File: src/rtl/rfr_pkg.sv
package rfr_pkg;

  // Default depth of the queue between the classifier and the record engine.
  localparam int unsigned QueueDepth = 2;

  // Line characters of the protocol.
  localparam logic [6:0] CH_READY  = 7'd2;
  localparam logic [6:0] CH_GOT_IT = 7'd6;
  localparam logic [6:0] CH_RESEND = 7'd7;
  localparam logic [6:0] CH_TAB    = 7'd9;
  localparam logic [6:0] CH_EOR    = 7'd10;
  localparam logic [6:0] CH_CR     = 7'd13;
  localparam logic [6:0] CH_RETRY  = 7'd21;
  localparam logic [6:0] CH_SPACE  = 7'd32;
  localparam logic [6:0] CH_DEL    = 7'd127;
  localparam logic [6:0] CH_ZERO   = 7'd48;
  localparam logic [6:0] CH_NINE   = 7'd57;

  // Checksum modulus and the number of line ends that close the session.
  localparam logic [7:0] CK_MOD     = 8'd99;
  localparam logic [7:0] CK_MOD_X2  = 8'd198;
  localparam logic [9:0] CK_MAX     = 10'd98;
  localparam logic [1:0] RUN_LIMIT  = 2'd3;

  // Widths of the packed stream words.
  localparam int unsigned InDataW  = 8;
  localparam int unsigned OutDataW = 24;
  localparam int unsigned OutUserW = 3;

  typedef enum logic [2:0] {
    PH_WAIT,
    PH_LEN1,
    PH_LEN2,
    PH_DATA,
    PH_CSUM,
    PH_DISCARD,
    PH_DONE
  } phase_t;

  typedef enum logic [2:0] {
    EV_NONE,
    EV_DATA,
    EV_ACCEPT,
    EV_REJECT,
    EV_RESEND,
    EV_TERM
  } event_t;

  // One classified line character, as queued for the record engine.
  typedef struct packed {
    logic [6:0] ch;
    logic       is_digit;
    logic       is_ctrl;
    logic       is_eor;
    logic       is_cr;
    logic       is_resend;
    logic       is_ready;
  } rx_class_t;

  // One result item.
  typedef struct packed {
    event_t     kind;
    logic [6:0] data_byte;
    logic [6:0] record_length;
    logic       reply_valid;
    logic [6:0] reply_char;
  } result_t;

endpackage

File: src/rtl/record_frame_receiver.sv
// Receiver for framed, checksummed records arriving one line character at a time.
// Input stream: in_tdata carries one received character; only its low 7 bits count.
// Output stream: one result transfer per input transfer, in order. out_tuser holds
// the event kind (none, tentative data byte, accepted, rejected, resend, terminated);
// out_tdata holds the data byte, the record length on accept and the reply character.
// A record is a ready character, a two-digit length, the data bytes and a decimal
// checksum closed by newline; the checksum is the byte sum mod 99.
// Throughput: one character per cycle while out_tready stays high; the record engine
// updates all its state together, so its loop sets the rate.
// A small queue sits between the classifier and the engine, and the result sits in an
// output register, so in_tready stays high while one result waits to be taken.
// When the receiver holds out_tready low, the queue fills and in_tready drops once it
// is full; nothing is lost. After three line ends in a row the block reports
// termination and from then on answers every character with an empty event.
// Reset (rst_n low, synchronous) empties the queue and output and returns the
// engine to waiting for a ready character with the last reply set to ready.
module record_frame_receiver #(
  parameter int unsigned QueueDepth = rfr_pkg::QueueDepth
) (
  input  logic                           clk,
  input  logic                           rst_n,
  input  logic                           in_tvalid,
  output logic                           in_tready,
  input  logic [rfr_pkg::InDataW-1:0]    in_tdata,   // [7:0] rx_char
  output logic                           out_tvalid,
  input  logic                           out_tready,
  output logic [rfr_pkg::OutDataW-1:0]   out_tdata,  // [6:0] data_byte, [13:7] record_length,
                                                     // [14] reply_valid, [21:15] reply_char
  output logic [rfr_pkg::OutUserW-1:0]   out_tuser   // [2:0] event_kind
);

  logic               q_full;
  logic               q_push;
  logic               q_pop;
  logic               q_not_empty;
  rfr_pkg::rx_class_t push_item;
  rfr_pkg::rx_class_t pop_item;
  rfr_pkg::result_t   result;

  rfr_front u_front (
    .in_tvalid (in_tvalid),
    .in_tready (in_tready),
    .rx_char   (in_tdata),
    .q_full    (q_full),
    .q_push    (q_push),
    .q_item    (push_item)
  );

  rfr_queue #(
    .Depth (QueueDepth)
  ) u_queue (
    .clk       (clk),
    .rst_n     (rst_n),
    .push      (q_push),
    .push_item (push_item),
    .full      (q_full),
    .pop       (q_pop),
    .not_empty (q_not_empty),
    .pop_item  (pop_item)
  );

  rfr_back u_back (
    .clk        (clk),
    .rst_n      (rst_n),
    .q_valid    (q_not_empty),
    .q_item     (pop_item),
    .q_pop      (q_pop),
    .out_valid  (out_tvalid),
    .out_ready  (out_tready),
    .out_result (result)
  );

  // Pack the result fields from the lowest bit up.
  assign out_tdata = {2'b00, result.reply_char, result.reply_valid,
                      result.record_length, result.data_byte};
  assign out_tuser = result.kind;

endmodule

File: src/rtl/rfr_front.sv
module rfr_front (
  input  logic                  in_tvalid,
  output logic                  in_tready,
  input  logic [7:0]            rx_char,
  input  logic                  q_full,
  output logic                  q_push,
  output rfr_pkg::rx_class_t    q_item
);

  logic [6:0] c;

  assign c = rx_char[6:0];

  // Accept a character whenever the queue has room.
  assign in_tready = !q_full;
  assign q_push    = in_tvalid && !q_full;

  // Classify the masked character once; the engine uses these flags along with the character.
  always_comb begin
    q_item.ch        = c;
    q_item.is_digit  = (c >= rfr_pkg::CH_ZERO) && (c <= rfr_pkg::CH_NINE);
    q_item.is_ctrl   = !(((c >= rfr_pkg::CH_SPACE) && (c != rfr_pkg::CH_DEL)) ||
                         (c == rfr_pkg::CH_TAB));
    q_item.is_eor    = (c == rfr_pkg::CH_EOR);
    q_item.is_cr     = (c == rfr_pkg::CH_CR);
    q_item.is_resend = (c == rfr_pkg::CH_RESEND);
    q_item.is_ready  = (c == rfr_pkg::CH_READY);
  end

endmodule

File: src/rtl/rfr_queue.sv
module rfr_queue #(
  parameter int unsigned Depth = rfr_pkg::QueueDepth
) (
  input  logic               clk,
  input  logic               rst_n,
  input  logic               push,
  input  rfr_pkg::rx_class_t push_item,
  output logic               full,
  input  logic               pop,
  output logic               not_empty,
  output rfr_pkg::rx_class_t pop_item
);

  localparam int unsigned PtrW = (Depth > 1) ? $clog2(Depth) : 1;
  localparam int unsigned CntW = $clog2(Depth + 1);
  localparam logic [PtrW-1:0] PtrLast  = PtrW'(Depth - 1);
  localparam logic [CntW-1:0] CntFull  = CntW'(Depth);

  rfr_pkg::rx_class_t slot_r [Depth];
  logic [PtrW-1:0]    wr_ptr_r, wr_ptr_nxt;
  logic [PtrW-1:0]    rd_ptr_r, rd_ptr_nxt;
  logic [CntW-1:0]    count_r, count_nxt;

  assign full      = (count_r == CntFull);
  assign not_empty = (count_r != '0);
  assign pop_item  = slot_r[rd_ptr_r];

  // Pointer and fill count updates.
  always_comb begin
    wr_ptr_nxt = wr_ptr_r;
    rd_ptr_nxt = rd_ptr_r;
    count_nxt  = count_r;
    if (push) begin
      wr_ptr_nxt = (wr_ptr_r == PtrLast) ? '0 : wr_ptr_r + 1'b1;
    end
    if (pop) begin
      rd_ptr_nxt = (rd_ptr_r == PtrLast) ? '0 : rd_ptr_r + 1'b1;
    end
    if (push && !pop) begin
      count_nxt = count_r + 1'b1;
    end else if (pop && !push) begin
      count_nxt = count_r - 1'b1;
    end
  end

  always_ff @(posedge clk) begin
    if (!rst_n) begin
      wr_ptr_r <= '0;
      rd_ptr_r <= '0;
      count_r  <= '0;
    end else begin
      wr_ptr_r <= wr_ptr_nxt;
      rd_ptr_r <= rd_ptr_nxt;
      count_r  <= count_nxt;
    end
  end

  // Slot storage holds payload only.
  always_ff @(posedge clk) begin
    if (push) begin
      slot_r[wr_ptr_r] <= push_item;
    end
  end

endmodule

File: src/rtl/rfr_back.sv
module rfr_back (
  input  logic               clk,
  input  logic               rst_n,
  input  logic               q_valid,
  input  rfr_pkg::rx_class_t q_item,
  output logic               q_pop,
  output logic               out_valid,
  input  logic               out_ready,
  output rfr_pkg::result_t   out_result
);

  rfr_pkg::phase_t  phase_r, phase_nxt;
  logic [6:0]       len_r, len_nxt;
  logic [6:0]       seen_r, seen_nxt;
  logic [6:0]       sum_r, sum_nxt;
  logic [6:0]       cks_r, cks_nxt;
  logic             too_big_r, too_big_nxt;
  logic [1:0]       run_r, run_nxt;
  logic [6:0]       last_reply_r, last_reply_nxt;
  logic             out_valid_r, out_valid_nxt;
  rfr_pkg::result_t res_r, res_nxt;

  // Take the next character when the output register is free or drains now.
  assign q_pop      = q_valid && (!out_valid_r || out_ready);
  assign out_valid  = out_valid_r;
  assign out_result = res_r;

  // Record engine: one character per cycle while the output register is free or drains.
  always_comb begin
    logic [3:0] digit;
    logic [7:0] sum_wide;
    logic [9:0] cks_wide;
    logic [6:0] seen_inc;
    logic [6:0] len_sum;
    logic       fail;

    digit    = q_item.ch[3:0];
    sum_wide = {1'b0, sum_r} + {1'b0, q_item.ch};
    cks_wide = ({3'b000, cks_r} * 10'd10) + {6'b000000, digit};
    seen_inc = seen_r + 7'd1;
    len_sum  = len_r + {3'b000, digit};
    fail     = 1'b0;

    phase_nxt      = phase_r;
    len_nxt        = len_r;
    seen_nxt       = seen_r;
    sum_nxt        = sum_r;
    cks_nxt        = cks_r;
    too_big_nxt    = too_big_r;
    run_nxt        = run_r;
    last_reply_nxt = last_reply_r;
    out_valid_nxt  = out_valid_r && !out_ready;
    res_nxt        = res_r;

    if (q_pop) begin
      out_valid_nxt = 1'b1;
      res_nxt       = '{kind: rfr_pkg::EV_NONE, default: '0};

      if (phase_r != rfr_pkg::PH_DONE) begin
        // Count a run of line ends; any other character breaks it.
        if (q_item.is_eor || q_item.is_cr) begin
          run_nxt = (run_r == rfr_pkg::RUN_LIMIT) ? run_r : run_r + 2'd1;
        end else begin
          run_nxt = '0;
        end

        if (run_nxt == rfr_pkg::RUN_LIMIT) begin
          phase_nxt    = rfr_pkg::PH_DONE;
          res_nxt.kind = rfr_pkg::EV_TERM;
        end else if (q_item.is_resend) begin
          res_nxt.kind        = rfr_pkg::EV_RESEND;
          res_nxt.reply_valid = 1'b1;
          res_nxt.reply_char  = last_reply_r;
        end else begin
          case (phase_r)
            rfr_pkg::PH_WAIT: begin
              if (q_item.is_ready) begin
                phase_nxt = rfr_pkg::PH_LEN1;
              end
            end
            rfr_pkg::PH_LEN1: begin
              if (q_item.is_digit) begin
                len_nxt   = {3'b000, digit} * 7'd10;
                phase_nxt = rfr_pkg::PH_LEN2;
              end else if (!q_item.is_ready) begin
                fail = 1'b1;
              end
            end
            rfr_pkg::PH_LEN2: begin
              if (q_item.is_digit) begin
                len_nxt     = len_sum;
                seen_nxt    = '0;
                sum_nxt     = '0;
                cks_nxt     = '0;
                too_big_nxt = 1'b0;
                phase_nxt   = (len_sum != '0) ? rfr_pkg::PH_DATA : rfr_pkg::PH_CSUM;
              end else begin
                fail = 1'b1;
              end
            end
            rfr_pkg::PH_DATA: begin
              if (q_item.is_ctrl) begin
                fail = 1'b1;
              end else begin
                // Running sum mod 99; the raw sum stays below twice the modulus plus 29.
                if (sum_wide >= rfr_pkg::CK_MOD_X2) begin
                  sum_nxt = 7'(sum_wide - rfr_pkg::CK_MOD_X2);
                end else if (sum_wide >= rfr_pkg::CK_MOD) begin
                  sum_nxt = 7'(sum_wide - rfr_pkg::CK_MOD);
                end else begin
                  sum_nxt = sum_wide[6:0];
                end
                seen_nxt = seen_inc;
                if (seen_inc >= len_r) begin
                  phase_nxt = rfr_pkg::PH_CSUM;
                end
                res_nxt.kind      = rfr_pkg::EV_DATA;
                res_nxt.data_byte = q_item.ch;
              end
            end
            rfr_pkg::PH_CSUM: begin
              if (q_item.is_digit) begin
                if (!too_big_r) begin
                  if (cks_wide > rfr_pkg::CK_MAX) begin
                    too_big_nxt = 1'b1;
                  end else begin
                    cks_nxt = cks_wide[6:0];
                  end
                end
              end else if (!q_item.is_eor) begin
                fail = 1'b1;
              end else if (!too_big_r && (cks_r == sum_r)) begin
                last_reply_nxt        = rfr_pkg::CH_GOT_IT;
                phase_nxt             = rfr_pkg::PH_WAIT;
                res_nxt.kind          = rfr_pkg::EV_ACCEPT;
                res_nxt.record_length = len_r;
                res_nxt.reply_valid   = 1'b1;
                res_nxt.reply_char    = rfr_pkg::CH_GOT_IT;
              end else begin
                fail = 1'b1;
              end
            end
            rfr_pkg::PH_DISCARD: begin
              // Skip everything up to the end of the record.
              fail = q_item.is_eor;
            end
            default: begin
              res_nxt.kind = rfr_pkg::EV_NONE;
            end
          endcase

          // A framing error rejects at end of record, or starts discarding.
          if (fail) begin
            if (q_item.is_eor) begin
              last_reply_nxt      = rfr_pkg::CH_RETRY;
              phase_nxt           = rfr_pkg::PH_WAIT;
              res_nxt.kind        = rfr_pkg::EV_REJECT;
              res_nxt.reply_valid = 1'b1;
              res_nxt.reply_char  = rfr_pkg::CH_RETRY;
            end else begin
              phase_nxt = rfr_pkg::PH_DISCARD;
            end
          end
        end
      end
    end
  end

  always_ff @(posedge clk) begin
    if (!rst_n) begin
      phase_r      <= rfr_pkg::PH_WAIT;
      len_r        <= '0;
      seen_r       <= '0;
      sum_r        <= '0;
      cks_r        <= '0;
      too_big_r    <= 1'b0;
      run_r        <= '0;
      last_reply_r <= rfr_pkg::CH_READY;
      out_valid_r  <= 1'b0;
    end else begin
      phase_r      <= phase_nxt;
      len_r        <= len_nxt;
      seen_r       <= seen_nxt;
      sum_r        <= sum_nxt;
      cks_r        <= cks_nxt;
      too_big_r    <= too_big_nxt;
      run_r        <= run_nxt;
      last_reply_r <= last_reply_nxt;
      out_valid_r  <= out_valid_nxt;
    end
  end

  // Output payload register.
  always_ff @(posedge clk) begin
    res_r <= res_nxt;
  end

endmodule

File: config.mk
export PLATFORM = sky130hd
export DESIGN_NAME = record_frame_receiver
export DESIGN_NICKNAME = d
export VERILOG_FILES = /design/src/rtl/rfr_pkg.sv /design/src/rtl/record_frame_receiver.sv /design/src/rtl/rfr_front.sv /design/src/rtl/rfr_queue.sv /design/src/rtl/rfr_back.sv
export SDC_FILE = /design/constraint.sdc
export NUM_CORES = 1
export LEC_CHECK = 0
export BUFFER_PORTS_ARGS = -buffer_cell sky130_fd_sc_hd__buf_2
export CORE_ASPECT_RATIO = 2
export CORE_MARGIN = 10
export CORE_UTILIZATION = 55
export DETAILED_ROUTE_END_ITERATION = 8
export PLACE_DENSITY = 0.74
export REMOVE_ABC_BUFFERS = 1
export SKIP_CTS_REPAIR_TIMING = 1
export SLEW_MARGIN = 40
export SYNTH_ARGS = -nofsm -noshare
export SYNTH_HDL_FRONTEND = slang
export SYNTH_SLANG_ARGS = --single-unit
File: constraint.sdc
create_clock -name clk -period 4.3 [get_ports clk]
set_input_delay 0.86 -clock clk [delete_from_list [all_inputs] [get_ports clk]]
set_output_delay 0.86 -clock clk [all_outputs]
set_load 0.05 [all_outputs]
==> results.ini, run 1 <==
[sta]
worst_slack_ns = 0.494
timing.final.crit_share = 0.885
finalHoldViolCount = 0
min_period_ns = 3.81
rsz0062_at_grt = false
tightest_slew_ns = 0.730
skew_ns = 0.00958
tns_ns = 0
fmax_mhz = 263
slew_headroom = 0.512
setup_viol = 0
maxSlewViolCount = 0

[placed_design]
post-place-ws_ns = 0.486
dpl.hpwl_mm = 11.3
io_buffer_count = 37
gp_congestion = 0.958

[yosys]
synth.yosys.warnings = 0
syn_area_um2 = 5930
yosys.area.top_type_share = 0.258
synthTopCellsByArea = edfxtp_1 26%, dfxtp_1 16%, ha_1 8.9%
synth-seq-cells = 98
synth_top_cell_by_area = edfxtp_1
ys_seq_area_frac = 0.417
syn_area_per_cell_um2 = 9.43
ys_types = 72
async_flop_share = 0
ys.flop_type = edfxtp_1
synthCells = 629
synth_edf_count = 51

[drt]
wl_per_cell_um = 18.0
wirelength_mm = 14.6
drt_iter0_drc = 207
num_vias = 4894
vias_per_cell = 6.03
drcViolationCount = 0
antenna_left = 0
dr.pass1.iters = 4

[finish]
nFillCells = 887
diodes = 0
layout-area-overhead-vs-synth_pct = 11.4
drive_gt1_frac = 0.136
nets = 728
layout_common_cells = 56 x nand2_1, 56 x nor2_1, 51 x edfxtp_1

[grt]
grt_pass1_vias = 4921
grt_pass1_wl_mm = 24.2
antenna_found_initial = 0
overflow = 0
grt_usage = 0.192
grt_max_degree = 23

[worst_setup_path]
endpoint_kind = flop
slowest_stage = dfxtp_1
max_stage_delay_ns = 0.50
start_kind = flop
required_ns = 4.60
path_delay_family = simple AND/OR/NAND/NOR gates
path_max_fanout = 7
critPathBufInv = 1
crit_chain = mux2i_1 -> inv_1 -> ha_1 -> fa_1 -> a211oi_2 -> nor2_1 -> o22ai_2 -> nor3b_1 -> nor3_2 -> a22oi_1 -> or4_1 -> nand3_1
cp.arrival_ns = 4.11
criticalPathCategory = flop to flop

[power]
switching_share = 0.441
p_leak_nw = 2.76
p_total_mw = 4.03
clockPowerShare = 0.212
p_int_mw = 2.25
p_comb_frac = 0.455
pwr_density_cell_nw_per_um2 = 609
p_sw_mw = 1.78
p_seq_frac = 0.333
ir_drop_mv = 0.346

[min_path]
min_path_type = flop to flop

[clock_network]
cts_htree_levels = 3
cts_buffer_depth = 2
clock_sinks = 98
clock_latency_ns = 0.36
cts_buffers = 9
cts_tree = built
path_clk_slew_ns = 0.07
root_buffer = clkbuf_16

[floorplanning]
die_w_um = 93.4
coreArea_um2 = 10500
rows = 53
start_util = 0.562
io_pins = 41
dieArea_um2 = 15600
die_y_um = 167

[outcome]
status = complete, no violations

[job]
maxCapViolations = 0

## path summary, 6_finish.rpt
kind	from	slack (ns)	end	cells after the start
worst min-delay path	flop	0.45	flop	2
worst max register to register	flop	0.49	u_back.sum_r[4]	12
worst min register to register	flop	0.45	flop	2
worst max-delay path	flop	0.49	u_back.sum_r[4]	12
## registers in the layout, summed over array words and instances (netlist names), 2 cells and up, named ones only
register and cells:
u_queue.slot_r 26, u_back.sum_r 7, u_back.run_r 2, u_back.out_result 25, u_back.phase_r 3, u_back.len_r 7
u_queue.count_r 2, u_back.cks_r 7, u_back.seen_r 7
## stage by stage
stage	instances	instance area (um2)	hold WS (ns)	utilization
floorplan	609	5830	0.417	-
global placement	795	6280	0.429	0.596
detailed placement	795	6290	0.441	0.596
CTS	811	6600	0.452	0.626
global route	811	6610	0.468	0.627
finish	811	6610	0.448	0.627
## power by group through the flow
stage / registers [mW] / clock network, mW / logic (mW)
final: 1.34 / 0.855 / 1.83
after global routing: 1.36 / 0.905 / 1.99
after CTS: 1.34 / 0.863 / 1.82
after detailed placement: 1.36 / 0 / 1.81
after global placement: 1.35 / 0 / 1.77
after floorplan: 1.73 / 0 / 0.962
## logic make-up after synthesis
| family | count (synthesis) | synth area share |
|---|---|---|
| simple gates | 224 | 0.190 |
| mux | 18 | 0.0317 |
| fa+ha+maj | 47 | 0.106 |
| other cells | 1 | 0.000632 |
| compound gates | 151 | 0.169 |
| xor+xnor | 29 | 0.0441 |
| buf+inv | 61 | 0.0420 |
| flops | 98 | 0.417 |
## synth_stat cells, types with 4 or more instances
master    number
xnor2_1        9
nor2_1        58
o21ai_0       25
o211ai_1       5
a31oi_1        4
fa_1           5
nor2b_1       10
nor4_1         6
nand2_1       56
nor3_1        16
xor2_1        19
mux2i_1       12
nand2b_1       7
dfxtp_1       47
edfxtp_1      51
a21oi_1       44
mux2_2         6
a211oi_1      12
and2_1        10
nand3_1       19
and3_1        12
buf_2          4
o31ai_1        6
inv_1         39
a21o_1        12
a221oi_1       4
ha_1          42
nor3b_1        4
o22ai_1       10
clkbuf_1      14
## cell type report
class / instances / area (um2) / share of cell area
Clock buffer: 9 / 225 / 0.0341
Clock inverter: 7 / 91.3 / 0.0138
Inverter: 40 / 150 / 0.0227
Multi-Input combinational cell: 471 / 3220 / 0.488
Sequential cell: 98 / 2470 / 0.374
Tap cell: 137 / 171 / 0.0259
Timing Repair Buffer: 49 / 275 / 0.0417
## layer usage
| metal | track usage | wire (um) |
|---|---|---|
| met1 | 0.190 | 5280 |
| met4 | 0.111 | 637 |
| met5 | 0 | 0 |
| met2 | 0.351 | 8020 |
| met3 | 0.0396 | 664 |
## worst reg2reg max path, cell delays in order (launching register included)
cell      delay, ns
dfxtp_1        0.50
mux2i_1        0.27
inv_1          0.15
ha_1           0.27
fa_1           0.45
a211oi_2       0.33
nor2_1         0.18
o22ai_2        0.29
nor3b_1        0.11
nor3_2         0.43
a22oi_1        0.19
or4_1          0.50
nand3_1        0.09
Note: power is estimated with default switching activity, not from simulation.
==> inputs of run 2 (changes only) <==
- clock period: 4.3 -> 3.64 ns (I/O delays scaled with it)
==> run 2 against run 1 <==
Against the previous run:
- worst setup slack lost 0.32 ns
- largest cell class unchanged
- first-iteration DRC count grew 23%
- critical path depth is the same
- core utilization grew 0.96 points
- design area grew 1.5%
- clock skew grew 0.00055 ns
- hold slack gained 0.0026 ns
==> results.ini, run 2 (synthesis gave the netlist of run 1 again) <==
[floorplanning]
io_pins = 41  ; unchanged
start_util = 0.562  ; unchanged
rows = 53  ; unchanged
coreArea_um2 = 10500  ; unchanged
die_w_um = 93.4  ; unchanged
die_y_um = 167  ; unchanged
dieArea_um2 = 15600  ; unchanged

[drt]
drt_iter0_drc = 255  ; +23%
dr.pass1.iters = 5  ; +1
wirelength_mm = 14.6  ; +0.16%
num_vias = 4934  ; +0.82%
antenna_left = 0  ; unchanged
vias_per_cell = 5.99  ; -0.77%
drcViolationCount = 0  ; unchanged
wl_per_cell_um = 17.7  ; -1.4%

[finish]
fin_area_um2 = 6710  ; +1.5%
top_register = u_queue.slot_r
utilization = 0.636  ; +0.00961
drive_gt1_frac = 0.159  ; +0.0222
diodes = 0  ; unchanged
nets = 741  ; +1.8%
regArea_um2 = 2470  ; about the same
largest_reg_flops = 26  ; unchanged
layout_common_cells = 56 x nand2_1, 55 x nor2_1, 51 x edfxtp_1
multiInputGateArea_um2 = 3240  ; +0.54%
fin_cells = 824  ; +1.6%
layout_commonest_cell = nand2_1
layout-area-overhead-vs-synth_pct = 13.1
nFillCells = 878  ; -1.0%

[worst_setup_path]
path_max_fanout = 6  ; -1
criticalPathCategory = flop to flop
endpoint_kind = flop
crit_chain = mux2i_2 -> inv_1 -> ha_1 -> fa_2 -> a211oi_4 -> nor2_1 -> o22ai_2 -> nor3b_1 -> nor3_2 -> a22oi_1 -> or4_1 -> nand3_1
rrSetupSlack_ns = 0.17  ; -0.32 ns
cp.arrival_ns = 3.75  ; -0.36 ns
required_ns = 3.93  ; -0.67 ns
slowest_stage = or4_1
max_stage_delay_ns = 0.48  ; -0.02 ns
start_kind = flop

[sta]
worst_slack_ns = 0.173  ; -0.321 ns
fmax_mhz = 288  ; +9.8%
whs_ns = 0.451  ; +0.00261 ns
tightest_slew_ns = 0.670  ; -0.0590 ns
slew_headroom = 0.553  ; +0.0407
tns_ns = 0  ; unchanged
setup_viol = 0  ; unchanged
min_period_ns = 3.47  ; -0.339 ns
maxSlewViolCount = 0  ; unchanged
rsz0062_at_grt = false
finalHoldViolCount = 0  ; unchanged
skew_ns = 0.0101  ; +0.000549 ns
timing.final.crit_share = 0.952  ; +0.0674

[outcome]
status = complete, no violations

[clock_network]
clock_sinks = 98  ; unchanged
cts_buffer_depth = 2  ; unchanged
cts_htree_levels = 3  ; unchanged
clock_latency_ns = 0.35  ; about the same
root_buffer = clkbuf_16
path_clk_slew_ns = 0.07  ; about the same
cts_buffers = 9  ; unchanged
cts_tree = built

[power]
ir_drop_mv = 0.479  ; +38%
p_leak_nw = 2.83  ; +2.4%
pwr_density_cell_nw_per_um2 = 708  ; +16%
p_total_mw = 4.75  ; +18%

[placed_design]
post-place-ws_ns = -0.0181  ; -0.504 ns
dp.cells = 806  ; +1.4%
dpl_cell_area_um2 = 6370  ; +1.3%
gp_congestion = 0.909  ; -5.1%
dpl.hpwl_mm = 11.3  ; +0.41%
io_buffer_count = 37  ; unchanged

[grt]
antenna_found_initial = 0  ; unchanged
grt_pass1_wl_mm = 23.9  ; -0.97%
overflow = 0  ; unchanged
grt_usage = 0.190  ; -0.00286
grt_max_degree = 26  ; +13%
grt_pass1_vias = 5030  ; +2.2%

[min_path]
min_path_type = flop to flop

[job]
maxCapViolations = 0  ; unchanged

-- run 2: power by group --
part / leakage [nW] / switching [mW] / internal, mW / total (mW)
logic: 1.80 / 1.51 / 0.718 / 2.23
registers: 0.874 / 0.146 / 1.44 / 1.59
clock network: 0.149 / 0.445 / 0.488 / 0.933
-- run 2: critical path, delay by kind of cell (launching register included) --
family / cells / cell delay, ns
buf+inv: 1 / 0.10
fa+ha+maj: 2 / 0.65
mux: 1 / 0.28
simple gates: 5 / 1.23
flops: 1 / 0.39
compound gates: 3 / 0.75
-- run 2: final timing paths --
kind,start,end,cells past startpoint
worst max-delay path,flop,u_back.sum_r[4],12
worst min-delay path,flop,flop,2
worst max register to register,flop,u_back.sum_r[4],12
worst min register to register,flop,flop,2
-- run 2: cell type report --
class | instances | share of cell area
Multi-Input combinational cell | 471 | 0.483
Sequential cell | 98 | 0.369
Timing Repair Buffer | 62 | 0.0556
Clock buffer | 9 | 0.0336
Tap cell | 137 | 0.0256
Inverter | 40 | 0.0224
Clock inverter | 7 | 0.0114
-- run 2: layer usage --
metal	wire length, um	global-route usage	part of all wire
met5	0	0	0
met3	661	0.0396	0.045
met2	8000	0.344	0.55
met1	5280	0.183	0.36
met4	675	0.123	0.046
==> inputs of run 3 (changes only) <==
- CORE_UTILIZATION: 55 -> 45
- PLACE_DENSITY: 0.74 -> not set
==> run 3 against run 2 <==
Against the previous run:
- critical path depth up 1
- total power rose by 0.25%
- count of clock-buffer cells in the layout stayed put
- final cell count increased by 1.5%
- largest cell class unchanged
- highest routed layer unchanged
- sequential share of layout area about the same
==> results.ini, run 3 (synthesis gave the netlist of run 1 again) <==
[worst_setup_path]
path_max_fanout = 8  ; +2
max_stage_delay_ns = 0.53  ; +0.05 ns
endpoint_kind = flop
slowest_stage = or3_2
crit_chain = buf_4 -> mux2i_1 -> inv_1 -> ha_1 -> o21a_1 -> nand2_1 -> a21oi_1 -> o22ai_1 -> buf_4 -> or3_2 -> nand3_1 -> a21oi_1 -> a2111oi_1
required_ns = 3.87  ; -0.06 ns
start_kind = flop
cp.arrival_ns = 3.71  ; -0.04 ns
criticalPathCategory = flop to flop

[placed_design]
dpl.hpwl_mm = 11.8  ; +4.1%
dpl_cell_area_um2 = 6380  ; +0.14%
io_buffer_count = 37  ; unchanged
gp_congestion = 0.927  ; +1.9%
dp.cells = 820  ; +1.7%

[floorplanning]
rows = 59  ; +11%
start_util = 0.456  ; -0.106
io_pins = 41  ; unchanged
dieArea_um2 = 18400  ; +18%
die_y_um = 182  ; +9.3%
coreArea_um2 = 13000  ; +23%
die_w_um = 101  ; +8.3%

[finish]
drive_gt1_frac = 0.151  ; -0.00808
layout_common_cells = 57 x nor2_1, 56 x nand2_1, 51 x edfxtp_1
layout_commonest_cell = nor2_1
diodes = 0  ; unchanged
nFillCells = 1218  ; +39%
layout-area-overhead-vs-synth_pct = 13.1  ; about the same
top_register = u_queue.slot_r
nets = 738  ; -0.40%
fin_cells = 836  ; +1.5%
largest_reg_flops = 26  ; unchanged
utilization = 0.516  ; -0.120
fin_area_um2 = 6700  ; about the same

[sta]
tightest_slew_ns = 0.629  ; -0.0415 ns
min_period_ns = 3.47  ; +0.00781 ns
finalHoldViolCount = 0  ; unchanged
maxSlewViolCount = 0  ; unchanged
skew_ns = 0.0111  ; +0.000964 ns
slew_headroom = 0.580  ; +0.0277
fmax_mhz = 288  ; -0.22%
timing.final.crit_share = 0.955  ; +0.00215
setup_viol = 0  ; unchanged
rsz0062_at_grt = false

[drt]
drt_iter0_drc = 213  ; -16%
wirelength_mm = 15.1  ; +3.3%
drcViolationCount = 0  ; unchanged
vias_per_cell = 5.79  ; -3.4%
num_vias = 4837  ; -2.0%
dr.pass1.iters = 5  ; unchanged
wl_per_cell_um = 18.1  ; +1.8%
antenna_left = 0  ; unchanged

[clock_network]
cts_tree = built
path_clk_slew_ns = 0.07  ; about the same
cts_buffers = 9  ; unchanged
clock_sinks = 98  ; unchanged
cts_buffer_depth = 2  ; unchanged
clock_latency_ns = 0.35  ; about the same
cts_htree_levels = 3  ; unchanged
root_buffer = clkbuf_16

[power]
ir_drop_mv = 0.532  ; +11%
p_leak_nw = 2.81  ; -0.59%
pwr_density_cell_nw_per_um2 = 710  ; +0.33%
p_total_mw = 4.76  ; +0.25%

[job]
maxCapViolations = 0  ; unchanged

[grt]
grt_pass1_vias = 4957  ; -1.5%
grt_max_degree = 24  ; -7.7%
overflow = 0  ; unchanged
grt_usage = 0.166  ; -0.0237
antenna_found_initial = 0  ; unchanged
grt_pass1_wl_mm = 24.6  ; +2.6%

[min_path]
min_path_type = flop to flop

[outcome]
status = complete, no violations

## run 3: worst paths after layout
kind	startpoint	to	slack [ns]	cells past startpoint
max	flop	u_back.sum_r[3]	0.17	13
min	flop	flop	0.44	2
max reg2reg	flop	u_back.sum_r[3]	0.17	13
min reg2reg	flop	flop	0.44	2
## run 3: power breakdown
group / leakage [nW] / internal (mW) / switching, mW
Clock: 0.150 / 0.490 / 0.458
Combinational: 1.79 / 0.704 / 1.53
Sequential: 0.873 / 1.44 / 0.140
## run 3: area by class of cell
class	count	area, um2	area share
Sequential cell	98	2470	0.369
Timing Repair Buffer	59	350	0.0523
Clock inverter	7	81.3	0.0121
Inverter	40	150	0.0224
Multi-Input combinational cell	471	3230	0.482
Clock buffer	9	225	0.0336
Tap cell	152	190	0.0284
## run 3: layer usage
metal	track usage	wire (um)
met5	0	0
met4	0.0863	588
met3	0.0291	554
met2	0.317	8650
met1	0.159	5310
## run 3: stage by stage
step                      setup slack [ns]  hold slack (ns)  TNS (ns)
after global placement               0.201            0.425         0
after detailed placement             0.148            0.430         0
after CTS                            0.115            0.441         0
after floorplan                   -0.00923            0.417  -0.00923
after global routing               0.00583            0.474         0
final                                0.165            0.438         0
## run 3: worst max-delay path, delay by kind of cell (launching register included)
family	cells	cell delay [ns]
AOI/OAI and AO/OA	5	0.89
and+or+nand+nor	3	0.74
buffers and inverters	3	0.59
adders and majority gates	1	0.41
DFF	1	0.40
muxes	1	0.32
